==> config.mk <==
export PLATFORM = sky130hd
export DESIGN_NAME = sdic_run
export DESIGN_NICKNAME = d
export VERILOG_FILES = /design/src/hdl/sdic_pkg.sv /design/src/hdl/sdic_run.sv
export SDC_FILE = /design/constraint.sdc
export NUM_CORES = 1
export LEC_CHECK = 0
export ABC_AREA = 0
export BUFFER_PORTS_ARGS = -buffer_cell sky130_fd_sc_hd__buf_2
export CORE_ASPECT_RATIO = 0.75
export CORE_MARGIN = 4
export CORE_UTILIZATION = 45
export CTS_CLUSTER_SIZE = 30
export DETAILED_ROUTE_END_ITERATION = 7
export PLACE_DENSITY_LB_ADDON = 0.25
export SLEW_MARGIN = 15
export SYNTH_ARGS = -nofsm -noshare
export SYNTH_HDL_FRONTEND = slang
export SYNTH_SLANG_ARGS = --single-unit
==> constraint.sdc <==
create_clock -name clk -period 9.6 [get_ports clk]
set_input_delay 0.48 -clock clk [delete_from_list [all_inputs] [get_ports clk]]
set_output_delay 0.48 -clock clk [all_outputs]
set_load 0.02 [all_outputs]
==> src/hdl/sdic_pkg.sv <==
package sdic_pkg;

    localparam int CFG_INDEX_W = 2;

    typedef enum logic [CFG_INDEX_W-1:0] {
        CFG_SETTLE_TIME      = 2'd0,
        CFG_CONTINUOUS_LIMIT = 2'd1,
        CFG_COOLDOWN_TIME    = 2'd2
    } cfg_index_t;

    // Gap results of one request, worked out when it is accepted.
    typedef struct packed {
        logic settle_v;
        logic overlap;
        logic brk;
    } sdic_flags_t;

endpackage

==> src/hdl/sdic_run.sv <==
module sdic_run #(
    parameter int TIME_WIDTH = 32,
    parameter int RUN_WIDTH  = 40
) (
    input  logic                         clk,
    input  logic                         rst_n,
    input  logic                         advance,
    input  sdic_pkg::sdic_flags_t        flags,
    input  logic signed [TIME_WIDTH:0]   gap_in,
    input  logic [TIME_WIDTH-1:0]        run_len,
    input  logic [TIME_WIDTH-1:0]        continuous_limit,
    output logic                         settle_violation,
    output logic                         overlaps_previous,
    output logic signed [TIME_WIDTH:0]   gap_time,
    output logic                         cooldown_violation,
    output logic                         duty_exceeded,
    output logic [RUN_WIDTH-1:0]         run_total
);
    import sdic_pkg::*;

    localparam int CW = (RUN_WIDTH > TIME_WIDTH) ? RUN_WIDTH : TIME_WIDTH;
    localparam int SW = CW + 1;

    logic [RUN_WIDTH-1:0]       run_reg;
    logic [RUN_WIDTH-1:0]       run_next;
    logic                       limit_hit_reg;
    logic                       limit_hit_next;
    logic [RUN_WIDTH-1:0]       base;
    logic [SW-1:0]              sum;
    logic                       enabled;
    logic                       cool_next;
    logic                       duty_next;
    logic                       settle_out_reg;
    logic                       overlap_out_reg;
    logic signed [TIME_WIDTH:0] gap_out_reg;
    logic                       cool_out_reg;
    logic                       duty_out_reg;

    always_comb
    begin
        enabled   = continuous_limit != '0;
        cool_next = !flags.brk && limit_hit_reg && enabled;
        base      = (flags.brk || limit_hit_reg) ? '0 : run_reg;
        sum       = SW'(base) + SW'(run_len);
        // Anything above the run width saturates the total.
        if (sum[SW-1:RUN_WIDTH] != '0)
        begin
            run_next = {RUN_WIDTH{1'b1}};
        end
        else
        begin
            run_next = sum[RUN_WIDTH-1:0];
        end
        duty_next      = enabled && (CW'(run_next) > CW'(continuous_limit));
        limit_hit_next = enabled && (CW'(run_next) >= CW'(continuous_limit));
    end

    always_ff @(posedge clk or negedge rst_n)
    begin
        if (!rst_n)
        begin
            run_reg       <= '0;
            limit_hit_reg <= 1'b0;
        end
        else if (advance)
        begin
            run_reg       <= run_next;
            limit_hit_reg <= limit_hit_next;
        end
    end

    always_ff @(posedge clk)
    begin
        if (advance)
        begin
            settle_out_reg  <= flags.settle_v;
            overlap_out_reg <= flags.overlap;
            gap_out_reg     <= gap_in;
            cool_out_reg    <= cool_next;
            duty_out_reg    <= duty_next;
        end
    end

    assign settle_violation   = settle_out_reg;
    assign overlaps_previous  = overlap_out_reg;
    assign gap_time           = gap_out_reg;
    assign cooldown_violation = cool_out_reg;
    assign duty_exceeded      = duty_out_reg;
    assign run_total          = run_reg;

endmodule

# Word-level counts from Yosys, hierarchy flattened
# Cells that the tools add are included.
dict set report totals {
  elab_cells 19
  n_memories 0
  out_inout_bits 77
  latch_bits 0
  rom_bits 0
  input_bits 103
  ram_bits 0
  ff_bits 78
}
dict set report op_classes {
  multipliers 0
  reduce_logical 7
  n_addsub 1
  n_mux 2
  bitwise 0
  shift 0
  eq_ne 0
  div_mod_pow 0
  magnitude_cmp 2
}
# cell count
set ops {}
lappend ops {{$mux W40} 2}
lappend ops {{$add A40 B32 Y41} 1}
lappend ops {{$ge A40 B32 Y1} 1}
lappend ops {{$gt A40 B32 Y1} 1}
lappend ops {{$reduce_bool A32 Y1} 1}
lappend ops {{$logic_and A1 B1 Y1} 4}
lappend ops {{$logic_not A1 Y1} 1}
lappend ops {{$logic_or A1 B1 Y1} 1}

# Depth between registers and ports, before layout
# Gate-level depths: netlist of the first run.
dict set report logic_depth {
  depth_word 6
  depth_mapped 25
  ltp_nobuf 23
}

# Worst setup path after synthesis of the first run
# Ideal clock, no wire load.
dict set report synth_timing {
  path_kind {input port to flip-flop}
  startpoint {input flags[0] in the netlist's numbering}
  endpoint {register duty_out_reg, in the netlist duty_exceeded (data pin)}
  path_stages 22
  arrival_ns 4.725
  setup_time_ns 0.258
  required_time_ns 9.342
  n_path_buf 2
  setup_slack_ns 4.617
  cell_sequence {nor2_1 -> clkbuf_1 -> clkbuf_1 -> and2_1 -> ha_1 -> a21o_1 -> a221oi_2 -> o31a_4 -> nor3_4 -> or2_1 -> nand3_1 -> nand2_1 -> a221oi_1 -> xor2_1 -> nand2_1 -> ha_1 -> nand4_1 -> nor2_1 -> nand3_1 -> or3_1 -> a211oi_1 -> nor2_1}
}
dict set report synth_between {
  elab_chain_len 6
}
# item line
set synth_rtl {}
lappend synth_rtl {{start: declaration} sdic_run.sv:8} ;# input sdic_pkg::sdic_flags_t flags,
lappend synth_rtl {{$logic_or A1 B1 Y1} sdic_run.sv:43} ;# base = (flags.brk || limit_hit_reg) ? '0 : run_reg;
lappend synth_rtl {{$mux W40} sdic_run.sv:43}
lappend synth_rtl {{$add A40 B32 Y41} sdic_run.sv:44} ;# sum = SW'(base) + SW'(run_len);
lappend synth_rtl {{$mux W40} sdic_run.sv:46} ;# if (sum[SW-1:RUN_WIDTH] != '0)
lappend synth_rtl {{net run_next[30]} sdic_run.sv:25} ;# logic [RUN_WIDTH-1:0] run_next;
lappend synth_rtl {{$gt A40 B32 Y1} sdic_run.sv:54} ;# duty_next = enabled && (CW'(run_next) > CW'(continuous_limit));
lappend synth_rtl {{$logic_and A1 B1 Y1} sdic_run.sv:54}
lappend synth_rtl {{net duty_next} sdic_run.sv:32} ;# logic duty_next;
lappend synth_rtl {{end signal: assignment} sdic_run.sv:80} ;# duty_out_reg <= duty_next;
lappend synth_rtl {{end: declaration} sdic_run.sv:37} ;# logic duty_out_reg;
# The timed path passes the listed nets, and every way through them passes these cells.
# A chain may end at the register's enable or synchronous reset.

# Worst setup path after layout of the first run
dict set report layout_timing {
  startpoint {register limit_hit_reg}
  endpoint {register duty_out_reg, in the netlist duty_exceeded (data pin)}
}
dict set report layout_between {
  elab_chain_len 6
}
# item line
set layout_rtl {}
lappend layout_rtl {{start: declaration} sdic_run.sv:26} ;# logic limit_hit_reg;
lappend layout_rtl {{start signal: assignment} sdic_run.sv:68} ;# limit_hit_reg <= limit_hit_next;
lappend layout_rtl {{$logic_or A1 B1 Y1} sdic_run.sv:43}
lappend layout_rtl {{$mux W40} sdic_run.sv:43}
lappend layout_rtl {{$add A40 B32 Y41} sdic_run.sv:44}
lappend layout_rtl {{$mux W40} sdic_run.sv:46}
lappend layout_rtl {{net run_next[13]} sdic_run.sv:25}
lappend layout_rtl {{$gt A40 B32 Y1} sdic_run.sv:54}
lappend layout_rtl {{$logic_and A1 B1 Y1} sdic_run.sv:54}
lappend layout_rtl {{net duty_next} sdic_run.sv:32}
# The timed path passes the listed nets, and every way through them passes these cells.

==> results of run 1 <==
cells in the mapped netlist, drive strengths merged, types with 3 or more instances:
| library cell | n | area [um^2] |
|---|---|---|
| nor3 | 9 | 56.3 |
| a31oi | 35 | 219 |
| or2 | 3 | 18.8 |
| edfxtp | 37 | 1110 |
| nand2 | 76 | 285 |
| o21bai | 3 | 22.5 |
| xor2 | 14 | 123 |
| ha | 64 | 801 |
| and3 | 5 | 31.3 |
| and2 | 35 | 219 |
| nor2b | 5 | 31.3 |
| inv | 36 | 135 |
| dfrtp | 41 | 1030 |
| o21ai | 25 | 136 |
| nor4 | 11 | 68.8 |
| nand4 | 20 | 125 |
| a31o | 3 | 26.3 |
| o21a | 6 | 45.0 |
| buf | 7 | 38.8 |
| a21o | 23 | 174 |
| clkbuf | 22 | 82.6 |
| nor2 | 59 | 221 |
| a21oi | 54 | 285 |
| o31ai | 7 | 52.6 |
| or4 | 3 | 26.3 |
| a211oi | 3 | 22.5 |
| xnor2 | 17 | 149 |
| o211ai | 4 | 30.0 |
| nand3 | 11 | 55.1 |
critical path, cell delays in order, from the launching register on:
cell and delay [ps]:
sky130_fd_sc_hd__dfrtp_1 380, sky130_fd_sc_hd__nor2_2 50, sky130_fd_sc_hd__buf_4 250, sky130_fd_sc_hd__and2_1 210
sky130_fd_sc_hd__ha_1 220, sky130_fd_sc_hd__fa_1 420, sky130_fd_sc_hd__a21o_1 200, sky130_fd_sc_hd__a221oi_2 340
sky130_fd_sc_hd__o31a_4 230, sky130_fd_sc_hd__nor3_4 60, sky130_fd_sc_hd__o21ai_4 220, sky130_fd_sc_hd__nand2_1 100
sky130_fd_sc_hd__nand3_1 820, sky130_fd_sc_hd__nand2_1 160, sky130_fd_sc_hd__ha_1 360, sky130_fd_sc_hd__a21o_1 170
sky130_fd_sc_hd__a21oi_1 140, sky130_fd_sc_hd__nor2b_1 60, sky130_fd_sc_hd__o31ai_1 190, sky130_fd_sc_hd__o211ai_1 120
sky130_fd_sc_hd__a21oi_1 160, sky130_fd_sc_hd__o31ai_1 120, sky130_fd_sc_hd__a211oi_1 230, sky130_fd_sc_hd__nor2_1 60
kinds of logic (layout without fill, tap and decap cells):
family	after synthesis	after routing	share of synthesized area
simple gates	246	246	0.204
compound gates	183	183	0.203
flops	78	78	0.360
fa+ha+maj	65	65	0.138
buf+inv	65	234	0.0432
xor+xnor	31	31	0.0457
mux	4	4	0.00716
power groups by stage:
stage	Sequential (W)	Clock (W)	Combinational, W
2_1_floorplan	0.000599	0	0.000648
3_3_place_gp	0.000499	0	0.00103
3_5_place_dp	0.000506	0	0.00106
4_1_cts	0.000500	0.000364	0.00106
5_1_grt	0.000513	0.000379	0.00119
6_report	0.000499	0.000358	0.00107
cell type report:
cell class	instances	area, um^2
repair buffers	182	921
fillers	1187	5710
well taps	171	214
clock inverters	7	80.1
clock buffers	9	225
flip-flops and latches	78	2140
multi-input cells	529	3550
inverters	36	135
worst max-delay path by stage:
stage	cells past startpoint	startpoint	endpoint	slack, ps
floorplan	22	flags[0]	duty_exceeded	4620
global placement	23	flags[0]	duty_exceeded	4080
detailed placement	24	flags[0]	duty_exceeded	3930
CTS	23	limit_hit_reg	duty_exceeded	4120
global route	23	limit_hit_reg	duty_exceeded	3620
finish	23	limit_hit_reg	duty_exceeded	4060
per-layer routing:
metal / vias up / track usage / share of wire
met5: - / 0 / 0
met4: 0 / 0.0422 / 0.0089
met3: 17 / 0.0604 / 0.090
met2: 249 / 0.354 / 0.44
met1: 2680 / 0.331 / 0.46
li1: 2790 / - / -
per-stage QoR:
stage	total power, W	instance area [um^2]	cells	util	worst slack, ps
after global placement	0.00153	6960	996	0.536	4080
after CTS	0.00193	7260	1012	0.560	4120
after floorplan	0.00125	5940	672	-	4620
after global routing	0.00208	7260	1012	0.560	3620
final	0.00193	7260	1012	0.560	4060
after detailed placement	0.00156	6960	996	0.536	3930
==> flow_summary.rst, run 1 <==
.. list-table::
   :header-rows: 1

   * - Metric
     - Value
   * - Worst max-slew margin expressed relative to the limit
     - 0.269
   * - Type of element launching the critical path
     - register
   * - Most common cell after layout, fill and taps aside
     - sky130_fd_sc_hd__buf_2
   * - Wire length after detailed routing
     - 17800 um
   * - Buffers on Ports
     - 179
   * - Via count of the first global-routing pass
     - 5420
   * - Max H-tree Level
     - 3
   * - Worst min-delay path class
     - in -> async
   * - Total track usage
     - 0.230
   * - Number of flops mapped to enable cells by yosys
     - 37
   * - Worst Reg2Reg Path Length in Cells
     - 23
   * - Setup_tns
     - 0 ps
   * - Mean cell area of the mapped netlist
     - 8.84 um^2
   * - Via count of the routed design
     - ~5700
   * - Power density over cell area
     - 266 mW/mm^2
   * - Effective utilization at floorplan
     - 0.458
   * - Worst Path Required
     - 9700 ps
   * - Width of the die
     - 141 um
   * - Standby leakage power
     - around 3.6 nW
   * - Clock tree from TritonCTS
     - done
   * - Fraction of the cycle the final worst path needs
     - 0.577
   * - Post-CTS Hold Buffers
     - 0
   * - Clock slew seen by the registers of the worst setup and hold paths
     - about 70 ps
   * - Part of the total power dissipated in the clock network
     - 0.185
   * - Final hold vios
     - 0
   * - Post-CTS setup repair buffer count
     - 0
   * - Largest net degree at the start of global routing
     - 73
   * - Hold_ws
     - 291 ps
   * - Setup Crit Path Kind
     - reg -> reg
   * - Diodes inserted
     - 0
   * - Worst-skew pair later-pin latency
     - 350 ps
   * - Count of instances resized after the clock tree is built
     - 0
   * - Number of routed nets with antenna violations
     - 0
   * - Avg Vias per Cell
     - approximately 5.7
   * - Total CTS buffers
     - 9
   * - Sequential Power Share
     - 0.258
   * - Total die area
     - about 0.015 mm^2
   * - Switching portion of total power
     - 0.451
   * - Most used DFF post-synth
     - sky130_fd_sc_hd__dfrtp_1
   * - Syn_nets
     - 840
   * - Worst Path Arrival
     - 5640 ps
   * - Switching power
     - around 0.00087 W
   * - Slew at the pin closest to its max-slew limit
     - 1090 ps
   * - Min cycle time layout
     - ~5500 ps
   * - Reg2Reg Setup Slack
     - between 4000 and 5000 ps
   * - I/O pin count
     - between 150 and 200
   * - Avg WL per Cell
     - 17.6 um
   * - Layout overhead on the synthesized area
     - 22.2%
   * - Share of cells above drive strength 1
     - 0.258
   * - Logic gate share of total power
     - 0.556
   * - Setup skew after layout
     - 12.1 ps
   * - Total half-perimeter wirelength after legalization and detailed placement
     - ~14000 um
   * - Number of cells produced by synthesis
     - between 600 and 700
   * - Number of flip-flops in the largest register
     - 40
   * - Crit end category
     - register
   * - Maximum achievable frequency
     - 181 MHz
   * - CTS Sinks
     - 78
   * - Number of distinct library cells after synthesis
     - 64
   * - Startpoint of the most critical register-to-register path
     - limit_hit_reg
   * - Weighted congestion reported at the end of routability-driven placement
     - about 0.93
   * - Fin nets
     - 1004
   * - Core box area
     - 0.0130 mm^2
   * - Worst reg2reg endpoint
     - duty_exceeded
   * - Clock root buffer
     - sky130_fd_sc_hd__clkbuf_16
   * - Violation count after the first detailed-routing iteration
     - 371
   * - Area of the mapped netlist
     - 0.00594 mm^2
   * - Maximum vdd ir drop
     - between 150 and 200 uV
   * - Router iterations before antenna repair
     - 5
   * - Die H
     - 108 um
   * - Run status
     - completed
   * - Cell internal power dissipation
     - 0.00106 W
   * - Max Root-Sink Buffers
     - 2
   * - Setup repair after global routing missed its margin
     - no
   * - Share of flip-flops with an asynchronous set or reset
     - 0.526
   * - Initial antenna violation count
     - 0
   * - Sequential area share after synthesis
     - 0.360
   * - CP Max Fanout
     - 43
   * - Number of max-cap violations
     - 0
   * - Count of final setup violators
     - 0
   * - Number of rows in the core area
     - 36
   * - Max-slew violation count
     - 0
   * - First-pass GRT wire length
     - about 28000 um
   * - Grt ovf
     - 0
   * - Synthesized flop and latch total
     - 78
   * - Detailed-route DRC error count
     - 0
   * - Total of warnings raised by yosys
     - 0
   * - Commonest cells after routing, fill and taps aside
     - sky130_fd_sc_hd__buf_2 (178), sky130_fd_sc_hd__nand2_1 (76), sky130_fd_sc_hd__ha_1 (64), sky130_fd_sc_hd__nor2_1 (58), sky130_fd_sc_hd__a21oi_1 (52)
(Power assumes the default switching activity.)
==> run 2, diff against run 1 <==
clock period = 4.5 ns   (was 9.6 ns; I/O delays follow)
==> run 2 against run 1 <==
- the flow now finishes with violations (negative setup slack)
- combinational power grew to 2.9 times the previous value
- die area is the same
- power grew to 2.6 times the previous value
==> flow_summary.rst, run 2 (same netlist as run 1, synthesis figures left out) <==
.. list-table::
   :header-rows: 1

   * - Metric
     - Value
   * - Router iterations before antenna repair
     - 5 (unchanged)
   * - Maximum vdd ir drop
     - 384 uV (was 166 uV)
   * - Width of the die
     - 141 um (unchanged)
   * - Run status
     - finished, violations left (was completed)
   * - Share of cells above drive strength 1
     - 0.391 (was 0.258)
   * - Worst reg2reg endpoint
     - duty_exceeded (unchanged)
   * - Diodes inserted
     - 0 (unchanged)
   * - Maximum achievable frequency
     - 219 MHz (was 181 MHz)
   * - Worst max-slew margin expressed relative to the limit
     - 0.321 (was 0.269)
   * - Number of rows in the core area
     - 36 (unchanged)
   * - Clock slew seen by the registers of the worst setup and hold paths
     - 70 ps (about the same)
   * - Number of max-cap violations
     - 0 (unchanged)
   * - Max H-tree Level
     - 3 (unchanged)
   * - Max Root-Sink Buffers
     - 2 (unchanged)
   * - Count of placed standard cells in the final layout, fillers left out
     - 1108 (was 1012)
   * - CTS Sinks
     - 78 (unchanged)
   * - Number of placed instances, taps included
     - 1067 (was 996)
   * - Detailed-route DRC error count
     - 0 (unchanged)
   * - Reg2Reg Setup Slack
     - -60 ps (was 4060 ps)
   * - Type of element launching the critical path
     - register (unchanged)
   * - Setup Crit Path Kind
     - reg -> reg (unchanged)
   * - Standby leakage power
     - 4.09 nW (was 3.58 nW)
   * - Startpoint of the most critical register-to-register path
     - limit_hit_reg (unchanged)
   * - Layout overhead on the synthesized area
     - 41.7% (was 22.2%)
   * - Crit end category
     - register (unchanged)
   * - Buffers on Ports
     - 179 (unchanged)
   * - Weighted congestion reported at the end of routability-driven placement
     - 0.900 (was 0.933)
   * - Final hold vios
     - 0 (unchanged)
   * - Via count of the routed design
     - 6174 (was 5736)
   * - Max-slew violation count
     - 0 (unchanged)
   * - Initial antenna violation count
     - 0 (unchanged)
   * - Power density over cell area
     - 587 mW/mm^2 (was 266 mW/mm^2)
   * - Setup skew after layout
     - 10.6 ps (was 12.1 ps)
   * - Clock root buffer
     - sky130_fd_sc_hd__clkbuf_16 (unchanged)
   * - Total track usage
     - 0.249 (was 0.230)
   * - Smallest setup slack after layout
     - -62.4 ps (was 4060 ps)
   * - Clock tree from TritonCTS
     - done (unchanged)
   * - Area of placed instances
     - 0.00752 mm^2 (was 0.00696 mm^2)
   * - Core box area
     - 0.0130 mm^2 (unchanged)
   * - Die H
     - 108 um (unchanged)
   * - Summed area of non-filler cells in the final layout
     - 0.00842 mm^2 (was 0.00726 mm^2)
   * - Wire length after detailed routing
     - 20300 um (was 17800 um)
   * - Commonest cells after routing, fill and taps aside
     - sky130_fd_sc_hd__buf_2 (178), sky130_fd_sc_hd__buf_4 (93), sky130_fd_sc_hd__nand2_1 (73), sky130_fd_sc_hd__nor2_1 (57), sky130_fd_sc_hd__ha_1 (53) (was sky130_fd_sc_hd__buf_2 (178), sky130_fd_sc_hd__nand2_1 (76), sky130_fd_sc_hd__ha_1 (64), sky130_fd_sc_hd__nor2_1 (58), sky130_fd_sc_hd__a21oi_1 (52))
   * - Largest net degree at the start of global routing
     - 76 (was 73)
   * - Avg WL per Cell
     - 18.3 um (was 17.6 um)
   * - Via count of the first global-routing pass
     - 5887 (was 5420)
   * - Total die area
     - 0.0151 mm^2 (unchanged)
   * - Grt ovf
     - 0 (unchanged)
   * - Worst Reg2Reg Path Length in Cells
     - 18 (was 23)
   * - Post-CTS Hold Buffers
     - 0 (unchanged)
   * - Slew at the pin closest to its max-slew limit
     - 1020 ps (was 1090 ps)
   * - Hold_ws
     - 23.4 ps (was 291 ps)
   * - Number of flip-flops in the largest register
     - 40 (unchanged)
   * - Min cycle time layout
     - 4560 ps (was 5540 ps)
   * - Avg Vias per Cell
     - 5.57 (was 5.67)
   * - Total half-perimeter wirelength after legalization and detailed placement
     - 15200 um (was 14200 um)
   * - CP Max Fanout
     - 5 (was 43)
   * - Most common cell after layout, fill and taps aside
     - sky130_fd_sc_hd__buf_2 (unchanged)
   * - Setup_tns
     - -63.2 ps (was 0 ps)
   * - Fraction of the cycle the final worst path needs
     - 1.01 (was 0.577)
   * - Count of final setup violators
     - 2 (was 0)
   * - Worst Path Arrival
     - 4680 ps (was 5640 ps)
   * - Worst min-delay path class
     - in -> async (unchanged)
   * - Fin nets
     - 1100 (was 1004)
   * - Number of routed nets with antenna violations
     - 0 (unchanged)
   * - Effective utilization at floorplan
     - 0.458 (unchanged)
   * - Worst-skew pair later-pin latency
     - 360 ps (was 350 ps)
   * - Setup repair after global routing missed its margin
     - yes (was no)
   * - First-pass GRT wire length
     - 30000 um (was 27600 um)
   * - Total CTS buffers
     - 9 (unchanged)
   * - I/O pin count
     - 180 (unchanged)
   * - Violations in the final reports
     - negative setup slack
   * - Worst Path Required
     - 4610 ps (was 9700 ps)
   * - Violation count after the first detailed-routing iteration
     - 490 (was 371)
-- run 2: layout make-up --
class / count / area, um^2
clock buffer: 9 / 225
clock inverter: 7 / 81.3
fill: 1114 / 4550
inverter: 36 / 135
multi-input combinational: 530 / 3950
sequential: 78 / 2140
tap: 171 / 214
timing repair buffer: 277 / 1680
-- run 2: repair_timing --
action	in CTS	in global routing
gates resized for setup	15	54
setup buffers	11	12
pin swaps	21	37
gates cloned	1	1
endpoints found under the setup margin	2	2
-- run 2: per-stage QoR --
step | setup slack [ps] | utilization | total power, W
final | -62.4 | 0.649 | 0.00495
after global routing | -224 | 0.649 | 0.00527
after CTS | -43.3 | 0.616 | 0.00459
after detailed placement | -159 | 0.580 | 0.00369
after global placement | -116 | 0.580 | 0.00360
after floorplan | 2.49 | - | 0.00268
-- run 2: how the worst max path moves through the flow --
stage                        from            end
floorplan           limit_hit_reg  duty_exceeded
global placement    limit_hit_reg  limit_hit_reg
detailed placement  limit_hit_reg  limit_hit_reg
CTS                 limit_hit_reg  duty_exceeded
global route        limit_hit_reg  limit_hit_reg
finish              limit_hit_reg  duty_exceeded
-- run 2: report_power, final --
group	total, W	leakage [nW]	switching [W]	internal [W]
clock	0.000766	0.141	0.000329	0.000438
combinational	0.00311	3.11	0.00168	0.00143
sequential	0.00107	0.835	0.000135	0.000938
-- run 2: critical path: stages (launching register included) --
cell and delay, ps:
sky130_fd_sc_hd__dfrtp_2 450, sky130_fd_sc_hd__nor2_4 220, sky130_fd_sc_hd__and2_4 180, sky130_fd_sc_hd__ha_1 240
sky130_fd_sc_hd__a211o_1 340, sky130_fd_sc_hd__a211oi_2 290, sky130_fd_sc_hd__o31a_1 230, sky130_fd_sc_hd__a21oi_2 110
sky130_fd_sc_hd__buf_4 180, sky130_fd_sc_hd__a21oi_1 150, sky130_fd_sc_hd__xor2_1 330, sky130_fd_sc_hd__nand2_1 110
sky130_fd_sc_hd__ha_1 320, sky130_fd_sc_hd__nand4_1 140, sky130_fd_sc_hd__nor2_1 240, sky130_fd_sc_hd__nand3_1 130
sky130_fd_sc_hd__or3_4 350, sky130_fd_sc_hd__a211oi_2 210, sky130_fd_sc_hd__nor2_1 70
-- run 2: metal layers --
metal	global-route usage	wire length, um
met2	0.392	9460
met3	0.0631	1560
met1	0.349	8930
met5	0	0
met4	0.0546	339
